[config.mk]
export PLATFORM = sky130hd
export DESIGN_NAME = gamepad_input_conditioner
export DESIGN_NICKNAME = d
export VERILOG_FILES = /design/src/hdl/gic_pkg.sv /design/src/hdl/gic_div.sv /design/src/hdl/gic_sqrt.sv /design/src/hdl/gamepad_input_conditioner.sv
export SDC_FILE = /design/constraint.sdc
export NUM_CORES = 2
export LEC_CHECK = 0
export ABC_AREA = 1
export ABC_CLOCK_PERIOD_IN_PS = 13000
export BUFFER_PORTS_ARGS = -buffer_cell sky130_fd_sc_hd__buf_2
export CAP_MARGIN = 20
export CELL_PAD_IN_SITES_DETAIL_PLACEMENT = 2
export CELL_PAD_IN_SITES_GLOBAL_PLACEMENT = 2
export CORE_MARGIN = 3
export CORE_UTILIZATION = 38
export CTS_CLUSTER_DIAMETER = 80
export DETAILED_ROUTE_END_ITERATION = 10
export PLACE_DENSITY_LB_ADDON = 0.1
export SLEW_MARGIN = 15
export SYNTH_ARGS = -nofsm -noshare
export SYNTH_HDL_FRONTEND = slang
export SYNTH_SLANG_ARGS = --single-unit
[constraint.sdc]
create_clock -name i_clk -period 13 [get_ports i_clk]
set_input_delay 0 -clock i_clk [delete_from_list [all_inputs] [get_ports i_clk]]
set_output_delay 0 -clock i_clk [all_outputs]
set_load 0.1 [all_outputs]
[src/hdl/gic_pkg.sv]
// ----------------------------------------------------------------------------
// gic_pkg
// Shared types, constants and helpers of the gamepad input conditioner.
// ----------------------------------------------------------------------------
`default_nettype none

package gic_pkg;

    localparam int BUTTON_COUNT  = 14;
    localparam int FRACTION_BITS = 15;

    localparam logic [16:0] C_ONE     = 17'(1 << FRACTION_BITS);
    localparam logic [16:0] C_ONE_M1  = 17'((1 << FRACTION_BITS) - 1);

    // divider / root sizes
    localparam int DIV_NUM_W  = 48;
    localparam int DIV_DEN_W  = 33;
    localparam int DIV_QUOT_W = 17;
    localparam int SQ_W       = 32;
    localparam int ROOT_W     = 16;

    localparam int IN_W  = 104;
    localparam int OUT_W = 240;

    // register map
    typedef enum logic [2:0] {
        REG_DEADZONE  = 3'd0,
        REG_TH_LOW    = 3'd1,
        REG_TH_MIDDLE = 3'd2,
        REG_TH_HIGH   = 3'd3,
        REG_TRIG_FS   = 3'd4,
        REG_STICK_FS  = 3'd5
    } t_reg_idx;

    typedef enum logic [1:0] {
        PH_NONE    = 2'd0,
        PH_TRIGGER = 2'd1,
        PH_HOLD    = 2'd2,
        PH_RELEASE = 2'd3
    } t_phase;

    typedef enum logic [1:0] {
        STR_ZERO   = 2'd0,
        STR_LOW    = 2'd1,
        STR_MIDDLE = 2'd2,
        STR_HIGH   = 2'd3
    } t_strength;

    typedef enum logic [4:0] {
        S_IDLE, S_TRIG_DIV, S_TRIG_WAIT, S_NORM_DIV, S_NORM_WAIT,
        S_MUL_XX, S_MUL_YY, S_LEN_SQRT, S_LEN_WAIT, S_MUL_DEN,
        S_MUL_AX, S_AX_DIV, S_AX_WAIT, S_OMUL_X, S_OMUL_Y,
        S_OSQRT, S_OSQRT_WAIT, S_DONE
    } t_state;

    // button slot -> mask bit
    localparam logic [3:0] C_MASK_BIT [16] = '{
        4'd0, 4'd1, 4'd2, 4'd3, 4'd12, 4'd13, 4'd14, 4'd15,
        4'd8, 4'd9, 4'd6, 4'd7, 4'd4, 4'd5, 4'd10, 4'd11
    };

    function automatic t_strength f_strength(input logic [15:0] v,
                                             input logic [14:0] th_l,
                                             input logic [14:0] th_m,
                                             input logic [14:0] th_h);
        t_strength s;
        if (v > {1'b0, th_h})      s = STR_HIGH;
        else if (v > {1'b0, th_m}) s = STR_MIDDLE;
        else if (v > {1'b0, th_l}) s = STR_LOW;
        else                       s = STR_ZERO;
        return s;
    endfunction

    function automatic t_phase f_next_phase(input t_phase p, input logic pressed);
        t_phase n;
        n = p;
        if (pressed) begin
            case (p)
                PH_NONE, PH_RELEASE: n = PH_TRIGGER;
                PH_TRIGGER:          n = PH_HOLD;
                default:             n = PH_HOLD;
            endcase
        end else begin
            case (p)
                PH_TRIGGER, PH_HOLD: n = PH_RELEASE;
                PH_RELEASE:          n = PH_NONE;
                default:             n = PH_NONE;
            endcase
        end
        return n;
    endfunction

endpackage

`default_nettype wire

[src/hdl/gic_div.sv]
// ----------------------------------------------------------------------------
// gic_div
// Restoring divider, one quotient bit per cycle, saturating quotient.
// ----------------------------------------------------------------------------
`default_nettype none

module gic_div
    import gic_pkg::*;
(
    input  wire                     i_clk,
    input  wire                     i_rst_n,
    input  wire                     i_start,
    input  wire [DIV_NUM_W-1:0]     i_num,
    input  wire [DIV_DEN_W-1:0]     i_den,
    output logic                    o_done,
    output logic [DIV_QUOT_W-1:0]   o_quot
);

    localparam int DSH_W = DIV_DEN_W + DIV_QUOT_W;   // divisor shifted to top bit

    logic                   r_busy;
    logic                   r_done;
    logic [4:0]             r_cnt;
    logic [DIV_NUM_W-1:0]   r_rem;
    logic [DSH_W-1:0]       r_dsh;
    logic [DIV_QUOT_W-1:0]  r_quot;

    logic                   w_fit;
    logic                   w_ovf;

    assign w_ovf = ({2'b00, i_num} >= {i_den, 17'b0});
    assign w_fit = ({2'b00, r_rem} >= r_dsh);

    always_ff @(posedge i_clk) begin
        if (!i_rst_n) begin
            r_busy <= 1'b0;
            r_done <= 1'b0;
            r_cnt  <= '0;
        end else begin
            r_done <= 1'b0;
            if (i_start) begin
                if (w_ovf) begin
                    r_done <= 1'b1;
                end else begin
                    r_busy <= 1'b1;
                    r_cnt  <= 5'(DIV_QUOT_W - 1);
                end
            end else if (r_busy) begin
                r_cnt <= r_cnt - 5'd1;
                if (r_cnt == 5'd0) begin
                    r_busy <= 1'b0;
                    r_done <= 1'b1;
                end
            end
        end
    end

    always_ff @(posedge i_clk) begin
        if (i_start) begin
            r_rem  <= i_num;
            r_dsh  <= {1'b0, i_den, 16'b0};
            r_quot <= w_ovf ? '1 : '0;
        end else if (r_busy) begin
            if (w_fit) begin
                r_rem <= DIV_NUM_W'({2'b00, r_rem} - r_dsh);
            end
            r_quot <= {r_quot[DIV_QUOT_W-2:0], w_fit};
            r_dsh  <= r_dsh >> 1;
        end
    end

    assign o_done = r_done;
    assign o_quot = r_quot;

endmodule

`default_nettype wire

[src/hdl/gic_sqrt.sv]
// ----------------------------------------------------------------------------
// gic_sqrt
// Floor integer square root, two radicand bits per cycle.
// ----------------------------------------------------------------------------
`default_nettype none

module gic_sqrt
    import gic_pkg::*;
(
    input  wire                 i_clk,
    input  wire                 i_rst_n,
    input  wire                 i_start,
    input  wire [SQ_W-1:0]      i_num,
    output logic                o_done,
    output logic [ROOT_W-1:0]   o_root
);

    logic            r_busy;
    logic            r_done;
    logic [SQ_W-1:0] r_n;
    logic [SQ_W-1:0] r_r;
    logic [SQ_W-1:0] r_bit;
    logic [SQ_W:0]   w_trial;

    assign w_trial = {1'b0, r_r} + {1'b0, r_bit};

    always_ff @(posedge i_clk) begin
        if (!i_rst_n) begin
            r_busy <= 1'b0;
            r_done <= 1'b0;
        end else begin
            r_done <= 1'b0;
            if (i_start) begin
                r_busy <= 1'b1;
            end else if (r_busy && r_bit[0]) begin
                r_busy <= 1'b0;
                r_done <= 1'b1;
            end
        end
    end

    always_ff @(posedge i_clk) begin
        if (i_start) begin
            r_n   <= i_num;
            r_r   <= '0;
            r_bit <= SQ_W'(1) << (SQ_W - 2);
        end else if (r_busy) begin
            if ({1'b0, r_n} >= w_trial) begin
                r_n <= SQ_W'({1'b0, r_n} - w_trial);
                r_r <= (r_r >> 1) + r_bit;
            end else begin
                r_r <= r_r >> 1;
            end
            r_bit <= r_bit >> 2;
        end
    end

    assign o_done = r_done;
    assign o_root = r_r[ROOT_W-1:0];

endmodule

`default_nettype wire

[src/hdl/gamepad_input_conditioner.sv]
// ----------------------------------------------------------------------------
// gamepad_input_conditioner
// Per-frame gamepad conditioning: button edges, triggers, radial deadzone.
// ----------------------------------------------------------------------------
// Sequence for a connected frame: 2 trigger divisions, then per stick 4 divisions,
//   2 roots and 7 multiplies; shorter when a division saturates or a stick sits in
//   the deadzone. A link-down frame goes straight to the result stage.
// Flow: one request at a time, s_axis_tready high only when idle; the next request
//   is taken only once the last result has been loaded into the output register.
// Reset (synchronous, active low): config to defaults, history cleared, no output.
// ----------------------------------------------------------------------------
`default_nettype none

module gamepad_input_conditioner
    import gic_pkg::*;
(
    input  wire              i_clk,
    input  wire              i_rst_n,
    // fields from bit 0: pad_connected(1), button_bits(16), left_trigger_raw(8),
    // right_trigger_raw(8), left_x_raw, left_y_raw, right_x_raw, right_y_raw (16)
    input  wire              s_axis_tvalid,
    output logic             s_axis_tready,
    input  wire [IN_W-1:0]   s_axis_tdata,
    // fields from bit 0: link_up(1), button_states(28), left_trigger_level(15),
    // right_trigger_level(15), trigger_deltas(34), left_stick_xy(32),
    // right_stick_xy(32), left_stick_delta(34), right_stick_delta(34),
    // strengths(8), zero pad(7)
    output logic             m_axis_tvalid,
    input  wire              m_axis_tready,
    output logic [OUT_W-1:0] m_axis_tdata,
    // config write channel
    input  wire              i_cfg_valid,
    output logic             o_cfg_ready,
    input  wire [2:0]        i_cfg_index,
    input  wire [15:0]       i_cfg_data
);

    // ---------------- configuration registers ----------------
    logic [14:0] r_dz, r_th_l, r_th_m, r_th_h;
    logic [7:0]  r_trig_fs;
    logic [15:0] r_stick_fs;

    assign o_cfg_ready = 1'b1;

    always_ff @(posedge i_clk) begin
        if (!i_rst_n) begin
            r_dz       <= 15'd6554;
            r_th_l     <= 15'd8192;
            r_th_m     <= 15'd16384;
            r_th_h     <= 15'd24576;
            r_trig_fs  <= 8'd255;
            r_stick_fs <= 16'd32767;
        end else if (i_cfg_valid) begin
            unique case (t_reg_idx'(i_cfg_index))
                REG_DEADZONE:  r_dz       <= i_cfg_data[14:0];
                REG_TH_LOW:    r_th_l     <= i_cfg_data[14:0];
                REG_TH_MIDDLE: r_th_m     <= i_cfg_data[14:0];
                REG_TH_HIGH:   r_th_h     <= i_cfg_data[14:0];
                REG_TRIG_FS:   r_trig_fs  <= i_cfg_data[7:0];
                REG_STICK_FS:  r_stick_fs <= i_cfg_data;
                default: ;
            endcase
        end
    end

    // full scale of zero behaves as one
    logic [7:0]  w_trig_fs;
    logic [15:0] w_stick_fs;
    assign w_trig_fs  = (r_trig_fs == 8'd0) ? 8'd1 : r_trig_fs;
    assign w_stick_fs = (r_stick_fs == 16'd0) ? 16'd1 : r_stick_fs;

    // ---------------- sequencer ----------------
    t_state r_state, n_state;

    logic w_accept;
    assign s_axis_tready = (r_state == S_IDLE);
    assign w_accept      = s_axis_tvalid && s_axis_tready;

    // shared units
    logic                   w_div_start;
    logic [DIV_NUM_W-1:0]   w_div_num;
    logic [DIV_DEN_W-1:0]   w_div_den;
    logic                   w_div_done;
    logic [DIV_QUOT_W-1:0]  w_div_quot;

    logic                   w_sq_start;
    logic [SQ_W-1:0]        w_sq_num;
    logic                   w_sq_done;
    logic [ROOT_W-1:0]      w_sq_root;

    logic                   w_mul_en;
    logic [16:0]            w_mul_a, w_mul_b;

    // frame and history
    logic [7:0]         r_trig_raw [2];
    logic [15:0]        r_stick_raw [4];
    logic [1:0]         r_phase [BUTTON_COUNT];
    logic [14:0]        r_tprev [2];
    logic [15:0]        r_sprev [4];
    logic               r_idx;      // trigger or stick select
    logic               r_ax;       // axis select

    // working registers
    logic [15:0] r_xm, r_ym;
    logic        r_xneg, r_yneg;
    logic [15:0] r_len;
    logic [31:0] r_den;
    logic [15:0] r_ox, r_oy;
    logic [31:0] r_acc;
    logic [33:0] r_prod;

    // result staging
    logic        r_res_link;
    logic [27:0] r_res_bs;
    logic [14:0] r_res_lvl [2];
    logic [33:0] r_res_td;
    logic [31:0] r_res_xy [2];
    logic [33:0] r_res_dl [2];
    logic [7:0]  r_res_str;

    logic               r_m_valid;
    logic [OUT_W-1:0]   r_m_data;

    // current stick axis magnitude
    logic [15:0] w_raw;
    logic [16:0] w_raw_ext;
    logic [16:0] w_raw_mag;
    assign w_raw     = r_stick_raw[{r_idx, r_ax}];
    assign w_raw_ext = {w_raw[15], w_raw};
    assign w_raw_mag = w_raw[15] ? 17'(-w_raw_ext) : w_raw_ext;

    // clamped quotient (magnitude up to 1.0)
    logic [15:0] w_qc;
    assign w_qc = (w_div_quot > C_ONE) ? C_ONE[15:0] : w_div_quot[15:0];

    // trigger level after deadzone and saturation
    logic [14:0] w_tlvl;
    assign w_tlvl = (w_qc < {1'b0, r_dz}) ? 15'd0 :
                    (w_qc > C_ONE_M1[15:0]) ? C_ONE_M1[14:0] : w_qc[14:0];

    // rescaled axis with sign-dependent saturation
    logic        w_axneg;
    logic [15:0] w_axout;
    assign w_axneg = r_ax ? r_yneg : r_xneg;
    always_comb begin
        if (w_axneg) begin
            w_axout = 16'(17'd0 - {1'b0, w_qc});
        end else if (w_div_quot > C_ONE_M1) begin
            w_axout = C_ONE_M1[15:0];
        end else begin
            w_axout = w_div_quot[15:0];
        end
    end

    // output magnitudes
    logic [16:0] w_ox_ext, w_oy_ext, w_ox_mag, w_oy_mag;
    assign w_ox_ext = {r_ox[15], r_ox};
    assign w_oy_ext = {r_oy[15], r_oy};
    assign w_ox_mag = r_ox[15] ? 17'(-w_ox_ext) : w_ox_ext;
    assign w_oy_mag = r_oy[15] ? 17'(-w_oy_ext) : w_oy_ext;

    logic [15:0] w_len_dz;
    logic [15:0] w_one_dz;
    assign w_len_dz = r_len - {1'b0, r_dz};
    assign w_one_dz = 16'(C_ONE - {2'b00, r_dz});

    logic [15:0] w_sp_x, w_sp_y;
    assign w_sp_x = r_sprev[{r_idx, 1'b0}];
    assign w_sp_y = r_sprev[{r_idx, 1'b1}];

    always_ff @(posedge i_clk) begin
        if (!i_rst_n) r_state <= S_IDLE;
        else          r_state <= n_state;
    end

    always_comb begin
        n_state     = r_state;
        w_div_start = 1'b0;
        w_div_num   = '0;
        w_div_den   = '0;
        w_sq_start  = 1'b0;
        w_sq_num    = '0;
        w_mul_en    = 1'b0;
        w_mul_a     = '0;
        w_mul_b     = '0;
        unique case (r_state)
            S_IDLE: begin
                if (w_accept) n_state = s_axis_tdata[0] ? S_TRIG_DIV : S_DONE;
            end
            S_TRIG_DIV: begin
                w_div_start = 1'b1;
                w_div_num   = DIV_NUM_W'({r_trig_raw[r_idx], 16'b0}) +
                              DIV_NUM_W'(w_trig_fs);
                w_div_den   = DIV_DEN_W'({w_trig_fs, 1'b0});
                n_state     = S_TRIG_WAIT;
            end
            S_TRIG_WAIT: begin
                if (w_div_done) n_state = r_idx ? S_NORM_DIV : S_TRIG_DIV;
            end
            S_NORM_DIV: begin
                w_div_start = 1'b1;
                w_div_num   = DIV_NUM_W'({w_raw_mag, 16'b0}) + DIV_NUM_W'(w_stick_fs);
                w_div_den   = DIV_DEN_W'({w_stick_fs, 1'b0});
                n_state     = S_NORM_WAIT;
            end
            S_NORM_WAIT: begin
                if (w_div_done) n_state = r_ax ? S_MUL_XX : S_NORM_DIV;
            end
            S_MUL_XX: begin
                w_mul_en = 1'b1;
                w_mul_a  = {1'b0, r_xm};
                w_mul_b  = {1'b0, r_xm};
                n_state  = S_MUL_YY;
            end
            S_MUL_YY: begin
                w_mul_en = 1'b1;
                w_mul_a  = {1'b0, r_ym};
                w_mul_b  = {1'b0, r_ym};
                n_state  = S_LEN_SQRT;
            end
            S_LEN_SQRT: begin
                w_sq_start = 1'b1;
                w_sq_num   = r_acc + r_prod[31:0];
                n_state    = S_LEN_WAIT;
            end
            S_LEN_WAIT: begin
                if (w_sq_done) begin
                    if (w_sq_root == '0 || w_sq_root < {1'b0, r_dz}) n_state = S_OMUL_X;
                    else                                              n_state = S_MUL_DEN;
                end
            end
            S_MUL_DEN: begin
                // denominator: length * (1.0 - deadzone)
                w_mul_en = 1'b1;
                w_mul_a  = {1'b0, r_len};
                w_mul_b  = {1'b0, w_one_dz};
                n_state  = S_MUL_AX;
            end
            S_MUL_AX: begin
                w_mul_en = 1'b1;
                w_mul_a  = {1'b0, r_ax ? r_ym : r_xm};
                w_mul_b  = {1'b0, w_len_dz};
                n_state  = S_AX_DIV;
            end
            S_AX_DIV: begin
                w_div_start = 1'b1;
                w_div_num   = DIV_NUM_W'({r_prod[31:0], 16'b0}) + DIV_NUM_W'(r_den);
                w_div_den   = DIV_DEN_W'({r_den, 1'b0});
                n_state     = S_AX_WAIT;
            end
            S_AX_WAIT: begin
                if (w_div_done) n_state = r_ax ? S_OMUL_X : S_MUL_AX;
            end
            S_OMUL_X: begin
                w_mul_en = 1'b1;
                w_mul_a  = w_ox_mag;
                w_mul_b  = w_ox_mag;
                n_state  = S_OMUL_Y;
            end
            S_OMUL_Y: begin
                w_mul_en = 1'b1;
                w_mul_a  = w_oy_mag;
                w_mul_b  = w_oy_mag;
                n_state  = S_OSQRT;
            end
            S_OSQRT: begin
                w_sq_start = 1'b1;
                w_sq_num   = r_acc + r_prod[31:0];
                n_state    = S_OSQRT_WAIT;
            end
            S_OSQRT_WAIT: begin
                if (w_sq_done) n_state = r_idx ? S_DONE : S_NORM_DIV;
            end
            S_DONE: begin
                if (!r_m_valid || m_axis_tready) n_state = S_IDLE;
            end
            default: n_state = S_IDLE;
        endcase
    end

    // shared multiplier, registered
    always_ff @(posedge i_clk) begin
        if (w_mul_en) r_prod <= w_mul_a * w_mul_b;
    end

    // ---------------- datapath and history ----------------
    always_ff @(posedge i_clk) begin
        if (!i_rst_n) begin
            for (int i = 0; i < BUTTON_COUNT; i++) r_phase[i] <= PH_NONE;
            for (int i = 0; i < 2; i++) r_tprev[i] <= '0;
            for (int i = 0; i < 4; i++) r_sprev[i] <= '0;
            r_idx <= 1'b0;
            r_ax  <= 1'b0;
        end else begin
            case (r_state)
                S_IDLE: begin
                    if (w_accept) begin
                        r_idx <= 1'b0;
                        r_ax  <= 1'b0;
                        if (!s_axis_tdata[0]) begin
                            // link down: drop all history
                            for (int i = 0; i < BUTTON_COUNT; i++) r_phase[i] <= PH_NONE;
                            for (int i = 0; i < 2; i++) r_tprev[i] <= '0;
                            for (int i = 0; i < 4; i++) r_sprev[i] <= '0;
                        end else begin
                            for (int i = 0; i < BUTTON_COUNT; i++) begin
                                r_phase[i] <= f_next_phase(t_phase'(r_phase[i]),
                                              s_axis_tdata[1 + int'(C_MASK_BIT[i])]);
                            end
                        end
                    end
                end
                S_TRIG_WAIT: begin
                    if (w_div_done) begin
                        r_tprev[r_idx] <= w_tlvl;
                        r_idx          <= ~r_idx;
                    end
                end
                S_NORM_WAIT: begin
                    if (w_div_done) r_ax <= ~r_ax;
                end
                S_LEN_WAIT: begin
                    if (w_sq_done) r_ax <= 1'b0;
                end
                S_AX_WAIT: begin
                    if (w_div_done) r_ax <= ~r_ax;
                end
                S_OSQRT_WAIT: begin
                    if (w_sq_done) begin
                        r_sprev[{r_idx, 1'b0}] <= r_ox;
                        r_sprev[{r_idx, 1'b1}] <= r_oy;
                        r_idx                  <= ~r_idx;
                        r_ax                   <= 1'b0;
                    end
                end
                default: ;
            endcase
        end
    end

    // working and result registers (no reset needed)
    always_ff @(posedge i_clk) begin
        case (r_state)
            S_IDLE: begin
                if (w_accept) begin
                    r_trig_raw[0]  <= s_axis_tdata[24:17];
                    r_trig_raw[1]  <= s_axis_tdata[32:25];
                    r_stick_raw[0] <= s_axis_tdata[48:33];
                    r_stick_raw[1] <= s_axis_tdata[64:49];
                    r_stick_raw[2] <= s_axis_tdata[80:65];
                    r_stick_raw[3] <= s_axis_tdata[96:81];
                    r_res_link     <= s_axis_tdata[0];
                    r_res_lvl[0]   <= '0;
                    r_res_lvl[1]   <= '0;
                    r_res_td       <= '0;
                    r_res_xy[0]    <= '0;
                    r_res_xy[1]    <= '0;
                    r_res_dl[0]    <= '0;
                    r_res_dl[1]    <= '0;
                    r_res_str      <= '0;
                    for (int i = 0; i < BUTTON_COUNT; i++) begin
                        r_res_bs[2*i +: 2] <= s_axis_tdata[0] ?
                            2'(f_next_phase(t_phase'(r_phase[i]),
                                            s_axis_tdata[1 + int'(C_MASK_BIT[i])])) :
                            2'(PH_NONE);
                    end
                end
            end
            S_TRIG_WAIT: begin
                if (w_div_done) begin
                    r_res_lvl[r_idx]          <= w_tlvl;
                    r_res_td[17*r_idx +: 17]  <= {2'b00, w_tlvl} - {2'b00, r_tprev[r_idx]};
                    r_res_str[2*r_idx +: 2]   <= 2'(f_strength({1'b0, w_tlvl},
                                                    r_th_l, r_th_m, r_th_h));
                end
            end
            S_NORM_WAIT: begin
                if (w_div_done) begin
                    if (r_ax) begin
                        r_ym   <= w_qc;
                        r_yneg <= w_raw[15];
                    end else begin
                        r_xm   <= w_qc;
                        r_xneg <= w_raw[15];
                    end
                end
            end
            S_MUL_YY:  r_acc <= r_prod[31:0];
            S_LEN_WAIT: begin
                if (w_sq_done) begin
                    r_len <= w_sq_root;
                    r_ox  <= '0;
                    r_oy  <= '0;
                end
            end
            S_MUL_AX: begin
                if (!r_ax) r_den <= r_prod[31:0];
            end
            S_AX_WAIT: begin
                if (w_div_done) begin
                    if (r_ax) r_oy <= w_axout;
                    else      r_ox <= w_axout;
                end
            end
            S_OMUL_Y:  r_acc <= r_prod[31:0];
            S_OSQRT_WAIT: begin
                if (w_sq_done) begin
                    r_res_xy[r_idx]            <= {r_oy, r_ox};
                    r_res_dl[r_idx]            <= {w_oy_ext - {w_sp_y[15], w_sp_y},
                                                   w_ox_ext - {w_sp_x[15], w_sp_x}};
                    r_res_str[4+2*r_idx +: 2]  <= 2'(f_strength(w_sq_root,
                                                     r_th_l, r_th_m, r_th_h));
                end
            end
            default: ;
        endcase
    end

    // ---------------- result register ----------------
    always_ff @(posedge i_clk) begin
        if (!i_rst_n) begin
            r_m_valid <= 1'b0;
        end else if (r_state == S_DONE && (!r_m_valid || m_axis_tready)) begin
            r_m_valid <= 1'b1;
        end else if (m_axis_tready) begin
            r_m_valid <= 1'b0;
        end
    end

    always_ff @(posedge i_clk) begin
        if (r_state == S_DONE && (!r_m_valid || m_axis_tready)) begin
            r_m_data <= {7'b0, r_res_str, r_res_dl[1], r_res_dl[0], r_res_xy[1],
                         r_res_xy[0], r_res_td, r_res_lvl[1], r_res_lvl[0],
                         r_res_bs, r_res_link};
        end
    end

    assign m_axis_tvalid = r_m_valid;
    assign m_axis_tdata  = r_m_data;

    // ---------------- shared units ----------------
    gic_div u_div (
        .i_clk   (i_clk),
        .i_rst_n (i_rst_n),
        .i_start (w_div_start),
        .i_num   (w_div_num),
        .i_den   (w_div_den),
        .o_done  (w_div_done),
        .o_quot  (w_div_quot)
    );

    gic_sqrt u_sqrt (
        .i_clk   (i_clk),
        .i_rst_n (i_rst_n),
        .i_start (w_sq_start),
        .i_num   (w_sq_num),
        .o_done  (w_sq_done),
        .o_root  (w_sq_root)
    );

endmodule

`default_nettype wire

### Word-level counts from Yosys, hierarchy flattened

Memory sizes are Yosys's and may differ from the RTL's. A register that Yosys moved wholly into a read port is not among the register bits.
Cells that the tools add are included.

| word-level totals | value |
|---|---|
| ROM bits | 0 |
| register bits after elaboration | 777 |
| output and inout bits | 243 |
| memory bits (writable) | 364 |
| memories | 8 |
| latch bits | 0 |

Memories:

| memory | words | width | read ports | clocked after memory_dff | wr ports | line | source |
|---|---|---|---|---|---|---|---|
| r_res_dl | 2 | 34 | 2 | 2 | 2 | gamepad_input_conditioner.sv:118 | `logic [33:0] r_res_dl [2];` |
| r_res_xy | 2 | 32 | 2 | 2 | 2 | gamepad_input_conditioner.sv:117 | `logic [31:0] r_res_xy [2];` |
| r_sprev | 4 | 16 | 2 | 2 | 4 | gamepad_input_conditioner.sv:99 | `logic [15:0] r_sprev [4];` |
| r_stick_raw | 4 | 16 | 1 | 0 | 4 | gamepad_input_conditioner.sv:96 | `logic [15:0] r_stick_raw [4];` |
| r_res_lvl | 2 | 15 | 2 | 2 | 2 | gamepad_input_conditioner.sv:115 | `logic [14:0] r_res_lvl [2];` |
| r_tprev | 2 | 15 | 1 | 1 | 2 | gamepad_input_conditioner.sv:98 | `logic [14:0] r_tprev [2];` |
| +2 memories | - | - | - | - | - | - |  |

| operators by class | value |
|---|---|
| divide/modulo/power cells | 0 |
| reductions and logical operators | 97 |
| shifts and indexed selects | 6 |
| $lt $le $gt $ge | 14 |
| add/sub/neg operators | 22 |
| equality and inequality tests | 76 |
| bitwise gates (word level) | 37 |
| mux-type cells | 278 |
| $mul | 2 |

Operators by type and width:

| kind | number |
|---|---|
| 2-bit two-way mux | 141 |
| 16-bit two-way mux | 16 |
| 17-bit one-hot mux with 6 select lines | 2 |
| 32-bit two-way mux | 6 |
| 48-bit two-way mux | 3 |
| 48-bit one-hot mux with 3 select lines | 1 |
| 17-bit two-way mux | 6 |
| 34-bit two-way mux | 3 |
| 33-bit one-hot mux with 3 select lines | 1 |
| 49-bit two-way mux | 2 |
| 15-bit two-way mux | 6 |
| 5-bit one-hot mux with 18 select lines | 1 |
| 34-bit one-hot mux with 2 select lines | 1 |
| 2-bit by 34-bit variable shift with 8-bit output, first input constant | 2 |
| 2-bit by 34-bit indexed part select with 8-bit output | 2 |
| 2-bit OR reduction | 33 |
| 16-bit one-hot mux with 2 select lines | 2 |
| 1-bit two-way mux | 62 |
| 5-bit two-way mux | 12 |
| 2-bit == test, second input constant | 28 |
| 17-bit negation | 3 |
| 48-bit by 50-bit greater-or-equal comparator with 1-bit output | 1 |
| 48-bit by 49-bit greater-or-equal comparator with 1-bit output | 1 |
| 48-bit by 32-bit adder with 48-bit output | 1 |
| other kinds (67) | 196 |

### Depth between registers and ports, before layout

| logic depth | value |
|---|---|
| word-level depth | 15 |
| mapped depth | 45 |
| mapped depth without buffers | 43 |

### By module

A second synthesis with hierarchy kept.

| second synthesis, totals | value |
|---|---|
| cells, all modules | 7938 |
| area, all modules | 71527.4 um^2 |

By module, submodules not included:

| module | sequential area each (um^2) | cells each | area each (um^2) | times used |
|---|---|---|---|---|
| gamepad_input_conditioner | 27246.1 | 5274 | 53712.8 | 1 |
| gic_div | 3403.3 | 1345 | 9554.2 | 1 |
| gic_sqrt | 1961.9 | 1319 | 8260.4 | 1 |

### Worst setup path after synthesis

No wires, ideal clock.

| timing path | value |
|---|---|
| path kind | reg2reg |
| start point | register r_state[0] |
| end point | register r_m_data[0] (netlist: m_axis_tdata[0]), enable pin |
| stages on the path, launching flop included | 7 |
| required time | 12.170 ns |
| path slack | 1.699 ns |
| period minus slack after synthesis | 11.301 ns |
| arrival time | 10.471 ns |
| setup time | 0.830 ns |
| path buffers | 0 |
| cell sequence | dfxtp_1 -> inv_2 -> nor2_2 -> inv_2 -> nor3_1 -> inv_1 -> nor2_1 |

| between the ends | value |
|---|---|
| word-level cells in the longest chain between the ends | 2 |

RTL lines:

| item | line | source |
|---|---|---|
| start, declared | gamepad_input_conditioner.sv:73 | `t_state r_state, n_state;` |
| start signal, assigned | gamepad_input_conditioner.sv:173 | `else r_state <= n_state;` |
| 5-bit == test | gamepad_input_conditioner.sv:431 | `if (r_state == S_DONE && (!r_m_valid \|\| m_axis_tready)) begin` |
| 1-bit logical AND | gamepad_input_conditioner.sv:431 |  |
| end signal, assigned | gamepad_input_conditioner.sv:432 | `r_m_data <= {7'b0, r_res_str, r_res_dl[1], r_res_dl[0], r_res_xy[1],` |
| end, declared | gamepad_input_conditioner.sv:122 | `logic [OUT_W-1:0] r_m_data;` |

Every way passes these cells.
A chain may end at the register's enable or synchronous reset.

### Final worst setup path

| timing path | value |
|---|---|
| start point | register r_state[4] |
| end point | register r_prod[28] (data pin) |

| between the ends | value |
|---|---|
| word-level cells in the longest chain between the ends | 3 |

RTL lines:

| item | line | source |
|---|---|---|
| 5-bit by 4-bit == test with 1-bit output or 5-bit by 3-bit == test with 1-bit output (tied branches) | gamepad_input_conditioner.sv:186 | `unique case (r_state)` |
| 17-bit one-hot mux with 6 select lines | gamepad_input_conditioner.sv:186 |  |
| 17-bit by 17-bit multiplier with 32-bit output (*) | gamepad_input_conditioner.sv:283 | `if (w_mul_en) r_prod <= w_mul_a * w_mul_b;` |
| end signal, assigned | gamepad_input_conditioner.sv:283 |  |
| end, declared | gamepad_input_conditioner.sv:110 | `logic [33:0] r_prod;` |

Mark *: on every way between the ends. The rest lies on a longest branch, timed or not.

==> results.sh <==
export IMPL_place_congestion=0.8992
export IMPL_pin_count=371
export IMPL_tightest_slew_ps=1207
export IMPL_setup_violations=0
export IMPL_finalHoldViolations=0
export IMPL_p_int_mw=8.909
export IMPL_grt_antenna_before_repair=11
export IMPL_final_common_cell="nand2_1"
export IMPL_p_leak_nw=35.09
export IMPL_cts_resized_gates=0
export IMPL_die_h_um=434.9
export IMPL_synth_edff_count=974
export IMPL_finalNonFillerCells=10850
export IMPL_drt_initial_drc_count=3670
export IMPL_timing_fmax_ghz=0.09874
export IMPL_area_delta_synth_final_pct=16.56
export IMPL_syn_inst=7664
export IMPL_worst_hold_slack_ps=111.6
export IMPL_clock_power_share_pct=26.0
export IMPL_required_ps=13520
export IMPL_seq_power_share_pct=34.2
export IMPL_criticalPathCategory="reg -> reg"
export IMPL_netlist_area_um2=69890
export IMPL_drc=0
export IMPL_fillers=19630
export IMPL_powerDensity_nw_per_um2=193.7
export IMPL_clk_pin_slew_ps=60
export IMPL_grt_usage_pct=30.34
export IMPL_dr_pass1_iters=6
export IMPL_ys_seq_elements=1142
export IMPL_fin_skew_ps=51.01
export IMPL_endpoint_kind="register"
export IMPL_synth_area_per_cell_um2=9.119
export IMPL_numCtsBuffers=143
export IMPL_seq_area_um2=32620
export IMPL_hp_start="i_cfg_data[13]"
export IMPL_drive_gt1_share_pct=9.230
export IMPL_cp_max_fo=21
export IMPL_wl_um=292400
export IMPL_ys_warn_count=0
export IMPL_final_setup_tns_ps=0
export IMPL_outcome="complete, no violations"
export IMPL_rsz0062_at_grt="false"
export IMPL_yosys_cell_types_count=67
export IMPL_p_switching_mw=6.871
export IMPL_synth_flop_cell="edfxtp_1"
export IMPL_grt_pass1_wl_um=437000
export IMPL_hold_path_class="in -> reg"
export IMPL_hpwl_um=209300
export IMPL_drv_slew=0
export IMPL_crit_path_max_incr_delay_ps=580
export IMPL_slew_limit_headroom_pct=19.02
export IMPL_post_cts_buffers=0
export IMPL_dp_cells=10360
export IMPL_critPathLaunchType="register"
export IMPL_mostFrequentLayoutCells="nand2_1, inv_1, edfxtp_1, nor2_1, a21oi_1"
export IMPL_post_drt_wl_per_cell_um=26.96
export IMPL_period_minus_slack_ps=10130
export IMPL_switching_share_pct=43.54
export IMPL_core_um2=181700
export IMPL_clockBufferDepth=3
export IMPL_ir_drop_v=0.0001196
export IMPL_drv_cap=0
export IMPL_rows=156
export IMPL_port_buffers=353
export IMPL_critPathLaunch="r_state[4]"
export IMPL_first_global_vias=66210
export IMPL_cts_tree="yes"
export IMPL_rr_startpoint="r_state[4]"
export IMPL_dieArea_um2=189100
export IMPL_via_per_inst=5.497
export IMPL_slowest_stage="dfxtp_1"
export IMPL_start_util_pct=38.46
export IMPL_fp_dieW_um=434.9
export IMPL_post_route_period_util_pct=77.91
export IMPL_fin_nets=9102
export IMPL_vias=59620
export IMPL_crit_path_frequent_cell="nand2_1"
export IMPL_ys_seq_area_share_pct=46.66
export IMPL_async_reset_ff_share_pct=0
export IMPL_grt_max_degree=154
export IMPL_combPwrFrac_pct=39.8
export IMPL_multi_input_area_um2=32540
export IMPL_htreeDepth=4
export IMPL_critical_path_arrival_ps=10640
export IMPL_overflow=0
export IMPL_drtAntennaViolNets=0
export IMPL_cts_root_buf="clkbuf_16"
export IMPL_clkLatencyLatePin_ps=820
export IMPL_clock_sinks=1142
through the flow:
step	util, %	power [mW]	instance area (um^2)	setup WS (ps)
after floorplan	-	9.135	70030	1699
after global placement	41.01	11.07	74520	3419
final	44.83	15.78	81460	2872
after CTS	44.76	15.68	81340	2917
after detailed placement	41.02	11.45	74540	3051
after global routing	44.83	16.58	81460	2325
cell families (layout without fill, tap and decap cells):
kind of cell | after synthesis | in the layout | share of synthesized area (%)
DFF | 1142 | 1142 | 46.66
muxes | 41 | 41 | 0.5872
xor gates and xnor gates | 183 | 183 | 2.293
adders and majority gates | 707 | 707 | 15.14
and+or+nand+nor | 2970 | 2970 | 17.60
buffers and inverters | 1282 | 1968 | 7.111
AOI/OAI and AO/OA | 1337 | 1337 | 10.60
other | 2 | 49 | 0.01075
synth_stat cells (all sizes together) (27+ instances only):
cell type,count,area (um^2)
nand2,1542,5821
a21o,34,255.2
o211ai,28,210.2
inv,1065,4000
nand4,66,412.9
clkbuf,125,469.2
o21bai,29,217.7
fa,231,4624
nand3,333,1692
dfxtp,168,3363
xnor2,75,656.9
a21oi,529,2655
o21ai,548,2769
nor2,822,3187
a31oi,27,168.9
edfxtp,974,29250
xor2,108,945.9
nor3,120,610.6
mux2i,41,410.4
nor4,31,193.9
o22ai,28,175.2
ha,476,5956
buf,89,489.2
what timing repair did:
action | CTS | global route
endpoints found under the hold margin | 271 | 0
endpoints found under the setup margin | 0 | 0
hold buffers | 208 | 0
power groups by stage:
| stage | Sequential, mW | Combinational [mW] | Clock, mW |
|---|---|---|---|
| 3_3_place_gp | 5.35 | 5.72 | 0 |
| 6_report | 5.39 | 6.28 | 4.11 |
| 2_1_floorplan | 5.67 | 3.47 | 0 |
| 4_1_cts | 5.36 | 6.18 | 4.14 |
| 5_1_grt | 5.43 | 6.83 | 4.32 |
| 3_5_place_dp | 5.42 | 6.03 | 0 |
path summary, 6_finish.rpt:
| kind | endpoint | slack (ps) | depth (start not counted) |
|---|---|---|---|
| setup reg to reg | r_prod[28] | 2870 | 38 |
| setup / recovery | r_prod[28] | 2870 | 38 |
| hold / removal | r_th_h[13] | 110 | 4 |
| hold reg to reg | m_axis_tdata[54] | 420 | 0 |
area by class of cell:
type                            count  area share, %
Clock inverter                     80          1.051
Timing Repair Buffer              636          5.506
Inverter                         1068          4.930
Sequential cell                  1142          40.04
Antenna cell                       11        0.03379
Tap cell                         2449          3.762
Multi-Input combinational cell   5276          39.94
Clock buffer                      184          4.737
per-layer routing:
| metal | part of all wire, % | GRT usage, % |
|---|---|---|
| met1 | 40 | 36.25 |
| met5 | 0.0048 | 0 |
| met2 | 51 | 55.12 |
| met3 | 3.5 | 3.601 |
| met4 | 4.5 | 12.42 |
flip-flops by register name, summed over array words and instances (netlist names), 28 cells and up, named ones only:
register      count
r_res_xy         64
u_div.r_rem      48
r_res_bs         28
r_sprev          64
r_prod           32
r_tprev          30
u_div.r_dsh      49
r_acc            32
r_res_dl         68
r_res_td         34
m_axis_tdata    233
r_phase          28
u_sqrt.r_r       32
r_res_lvl        30
r_den            32
r_stick_raw      64
u_sqrt.r_n       32
worst max-delay path, delay by kind of cell, from the launching register on:
family                     cells  cell delay [ps]
DFF                            1              580
AOI/OAI and AO/OA              4              880
adders and majority gates      8             3860
buffers and inverters          8             1500
and+or+nand+nor               16             2670
xor gates and xnor gates       2              290
No activity file was read; power rests on OpenSTA's default activity.
